$ cat src/rtl/basu_pkg.sv
// Shared types and constants for the bounded array store engine.
package basu_pkg;

  // Number of entry cells in the chain.
  localparam int unsigned DEPTH = 64;

  // Width of the fill count. It holds every value from zero to DEPTH.
  localparam int unsigned CNT_W = $clog2(DEPTH + 1);

  // Width of the position field and of the fill count field at the ports.
  localparam int unsigned POS_W = 7;

  // Width of a stored word.
  localparam int unsigned WORD_W = 32;

  // Width used for index comparisons inside the cells.
  localparam int unsigned CMP_W = (CNT_W > POS_W) ? CNT_W : POS_W;

  // Request codes.
  typedef enum logic [2:0] {
    ACT_PUSH     = 3'd0,
    ACT_POP      = 3'd1,
    ACT_GET      = 3'd2,
    ACT_SET      = 3'd3,
    ACT_INSERT   = 3'd4,
    ACT_CONTAINS = 3'd5
  } action_e;

  // Control broadcast from the top level to every cell.
  typedef struct packed {
    logic              wr_en;    // write word at wr_pos
    logic              shift_en; // cells above wr_pos up to top_pos take their lower neighbor
    logic [CMP_W-1:0]  wr_pos;
    logic [CMP_W-1:0]  top_pos;  // current fill count, highest cell touched by an insert
    logic [CMP_W-1:0]  rd_pos;
    logic [WORD_W-1:0] word;
  } cell_ctrl_t;

endpackage

$ cat src/rtl/basu_cell.sv
// One entry cell of the store chain: holds a word, shifts, compares and drives the read bus.
module basu_cell import basu_pkg::*; (
  input  logic              clk_i,
  input  logic [CMP_W-1:0]  idx_i,      // this cell's fixed place in the chain
  input  cell_ctrl_t        ctrl_i,
  input  logic [WORD_W-1:0] prev_i,     // word of the lower neighbor
  output logic [WORD_W-1:0] word_o,     // word handed to the upper neighbor
  output logic              match_o,    // held word is valid and equals the search word
  output logic [WORD_W-1:0] rd_o        // held word when addressed, zero otherwise
);

  logic [WORD_W-1:0] word_q;
  logic [WORD_W-1:0] word_d;
  logic              load_new;
  logic              load_prev;

  // A write at this place wins; otherwise an insert below moves the lower word up.
  always_comb begin
    load_new  = ctrl_i.wr_en && (idx_i == ctrl_i.wr_pos);
    load_prev = ctrl_i.shift_en && (idx_i > ctrl_i.wr_pos) && (idx_i <= ctrl_i.top_pos);
    word_d    = word_q;
    if (load_new) begin
      word_d = ctrl_i.word;
    end else if (load_prev) begin
      word_d = prev_i;
    end
  end

  // Payload storage needs no reset: only places below the count are ever read.
  always_ff @(posedge clk_i) begin
    word_q <= word_d;
  end

  // Search compare and gated read for the shared OR bus.
  assign word_o  = word_q;
  assign match_o = (idx_i < ctrl_i.top_pos) && (word_q == ctrl_i.word);
  assign rd_o    = (idx_i == ctrl_i.rd_pos) ? word_q : '0;

endmodule

$ cat config.mk
export PLATFORM = sky130hd
export DESIGN_NAME = basu_cell
export DESIGN_NICKNAME = d
export VERILOG_FILES = /design/src/rtl/basu_pkg.sv /design/src/rtl/basu_cell.sv
export SDC_FILE = /design/constraint.sdc
export NUM_CORES = 1
export LEC_CHECK = 0
export BUFFER_PORTS_ARGS = -buffer_cell sky130_fd_sc_hd__buf_4
export CORE_MARGIN = 2
export CORE_UTILIZATION = 39
export CTS_CLUSTER_DIAMETER = 60
export CTS_CLUSTER_SIZE = 40
export DETAILED_ROUTE_END_ITERATION = 10
export GPL_ROUTABILITY_DRIVEN = 0
export MAX_ROUTING_LAYER = met4
export PLACE_DENSITY = 0.78
export SKIP_LAST_GASP = 1
export SYNTH_ARGS = -nofsm -noshare
export SYNTH_HDL_FRONTEND = slang
export SYNTH_SLANG_ARGS = --single-unit
$ cat constraint.sdc
create_clock -name clk_i -period 4.2 [get_ports clk_i]
set_input_delay 1.05 -clock clk_i [delete_from_list [all_inputs] [get_ports clk_i]]
set_output_delay 1.05 -clock clk_i [all_outputs]
set_load 0.1 [all_outputs]
==> flow_summary.toml <==
[worst_setup_path]
crit_top_cell = "buf_4"
path_max_fanout = 2
critical_path_class = "in2out"
cp-start-kind = "input pin"
critPathBufInv = 2
cpPeakStageDelay_ns = 0.47
endpoint_kind = "output port"
cp_slowest_cell = "nor4_1"
path_cells = "buf_4, xor2_1, nor4_1, nand4_1, nor4_2, buf_4"
cp.arrival_ns = 2.56
crit_family = "simple AND/OR/NAND/NOR gates"
crit_required_ns = 3.15

[grt]
grt_pass1_wl_um = 10500
gr-total-overflow = 0
grt_max_degree = 33
grt.total_usage_pct = 19.5
grt_pass1_vias = 2172
antenna_found_initial = 0

[cts]
post_cts_buffers = 0
cts_buffers = 5
cts_root_buf = "clkbuf_8"
path_clk_slew_ns = 0.07
ctsResizeCount = 0
htreeDepth = 2
clock_path_buffers = 2
cts_sinks = 32
postCtsHoldBufs = 0
cts_tree = "yes"

[hold_path]
worstHoldPathType = "in2reg"
hold-path-endpoint = "word_o[8]"
whs_path_depth = 2
hp-start = "prev_i[8]"

[cells_and_area]
drive_above_1_share_pct = 55.6
nFillCells = 546
post-route-util_pct = 61.4
post-route-cell-area_um2 = 3830
syn_to_final_growth_pct = 54.9
mostFrequentLayoutCells = "buf_4 (162), xor2_1 (35), and2_1 (32), edfxtp_1 (32), mux2_4 (29)"
largest_reg_flops = 32
finalNetCount = 476
fin_cells = 444
layout_commonest_cell = "buf_4"
seq_area_um2 = 961
diodes = 0
multi_input_area_um2 = 1430

[sta]
hold_slack_ns = 1.07
fmax_ghz = 0.277
fin_crit_sh_pct = 85.9
finalSetupTns_ns = 0
hold_violations = 0
drv_slew = 0
tightest_slew_ns = 1.05
period_needed_ns = 3.61
rsz0062_at_grt = "no"
setup_viol = 0
relSlewSlack_pct = 29.8

[synth]
synth_area_um2 = 2470
yosys-mux-area-fraction_pct = 19.0
synth-async-reset-ratio_pct = 0
synth-edff-count = 32
netlist_top_cells_area = "edfxtp_1 (39%), mux2_4 (18%), xor2_1 (12%), and2_1 (8.1%), ha_1 (7.1%)"
yosys_warnings = 0
synth_compound_area_share_pct = 2.93
synthFlopType = "edfxtp_1"
yosys.area.top_type = "edfxtp_1"
ys_seq_elements = 32
syn_avg_cell_area_um2 = 12.1
synthDistinctLibCells = 23
synthSimpleGateAreaFrac_pct = 14.5
synth_top_area_share_pct = 38.8
synth_nets = 313
synth-adder-area-share_pct = 7.08
seq_area_frac_synth_pct = 38.8
synth_top_family_by_area = "multiplexers"
synth_xor_area_share_pct = 13.8
syn_inst = 204

[die]
start_util_pct = 39.7
placementRows = 29
die_h_um = 83.7
dieWidth_um = 83.7
ios = 160
coreArea_um2 = 6240
fp.dieArea_um2 = 7000

[route]
detail-route-antenna-nets = 0
drtPass1Iterations = 4
route.detailed.drc = 0
wl_um = 6770
vias_per_cell = 4.78
routedWlPerCell_um = 15.3
vias = 2122
drt_iter0_markers = 79

[power]
pwr-share-clk_pct = 19.7
p_seq_share_pct = 37.8
combPwrFrac_pct = 42.5
max-vdd-ir-drop_mv = 0.157
power_density_nw_per_um2 = 287
internal-power_uw = 652
p_sw_uw = 449
p_sw_share_pct = 40.8
leakagePower_uw = 0.00190

[placed_design]
dpl-instance-area_um2 = 3760
port_buffers = 159
placed_cells_incl_taps = 437
dp_hpwl_um = 5520

[run]
max_cap_violations = 0

[outcome]
status = "finished, final reports clean"
-- through the flow --
step / worst slack (ns) / power (uW)
floorplan: -0.209 / 739
global placement: 0.642 / 887
detailed placement: 0.603 / 893
CTS: 0.595 / 1110
global route: 0.521 / 1150
finish: 0.592 / 1100
-- logic make-up after synthesis --
family	Yosys count
multiplexers	32
adder cells (fa/ha/maj)	14
XOR/XNOR	39
AO/OA/AOI/OAI	13
flip-flops	32
AND/OR/NAND/NOR	55
buffers and inverters	19
-- power by group through the flow --
| stage | logic (uW) | clock network (uW) | registers (uW) |
|---|---|---|---|
| after global placement | 466 | 0 | 422 |
| final | 468 | 217 | 416 |
| after floorplan | 111 | 0 | 628 |
| after global routing | 489 | 243 | 421 |
| after CTS | 471 | 226 | 417 |
| after detailed placement | 469 | 0 | 423 |
-- synthesized netlist by cell type (2+ instances only) --
cell	instances
nand3b_1	2
clkbuf_2	3
mux2_2	3
inv_1	13
edfxtp_1	32
nor4_1	9
nand2_1	2
nand3_1	2
mux2_4	29
nand4_1	4
xnor2_1	4
and2_1	32
xor2_1	35
a21oi_1	8
o21ai_0	3
buf_6	3
ha_1	14
-- area by class of cell --
type                    instances  share of cell area, %
multi-input cells             153                   37.4
repair buffers                162                   31.7
flip-flops and latches         32                   25.1
well taps                      77                   2.51
clock buffers                   5                   1.80
inverters                      13                   1.27
clock inverters                 2                  0.196
-- per-layer routing --
metal | up-vias | global-route usage (%) | wire length [um] | part of all wire (%)
li1 | 1046 | - | - | -
met1 | 978 | 22.6 | 2750 | 41
met2 | 96 | 35.0 | 3620 | 53
met3 | 2 | 4.15 | 383 | 5.7
met4 | 0 | 3.96 | 29 | 0.43
met5 | - | - | 0 | 0
-- worst max path at each step --
stage	startpoint	end	slack, ns	cells past startpoint
global placement	ctrl_i[0]	match_o	0.64	6
global route	ctrl_i[7]	match_o	0.52	6
finish	ctrl_i[7]	match_o	0.59	6
CTS	ctrl_i[0]	match_o	0.59	6
detailed placement	ctrl_i[0]	match_o	0.60	6
floorplan	ctrl_i[41]	match_o	-0.21	5
No activity file was read; power rests on OpenSTA's default activity.
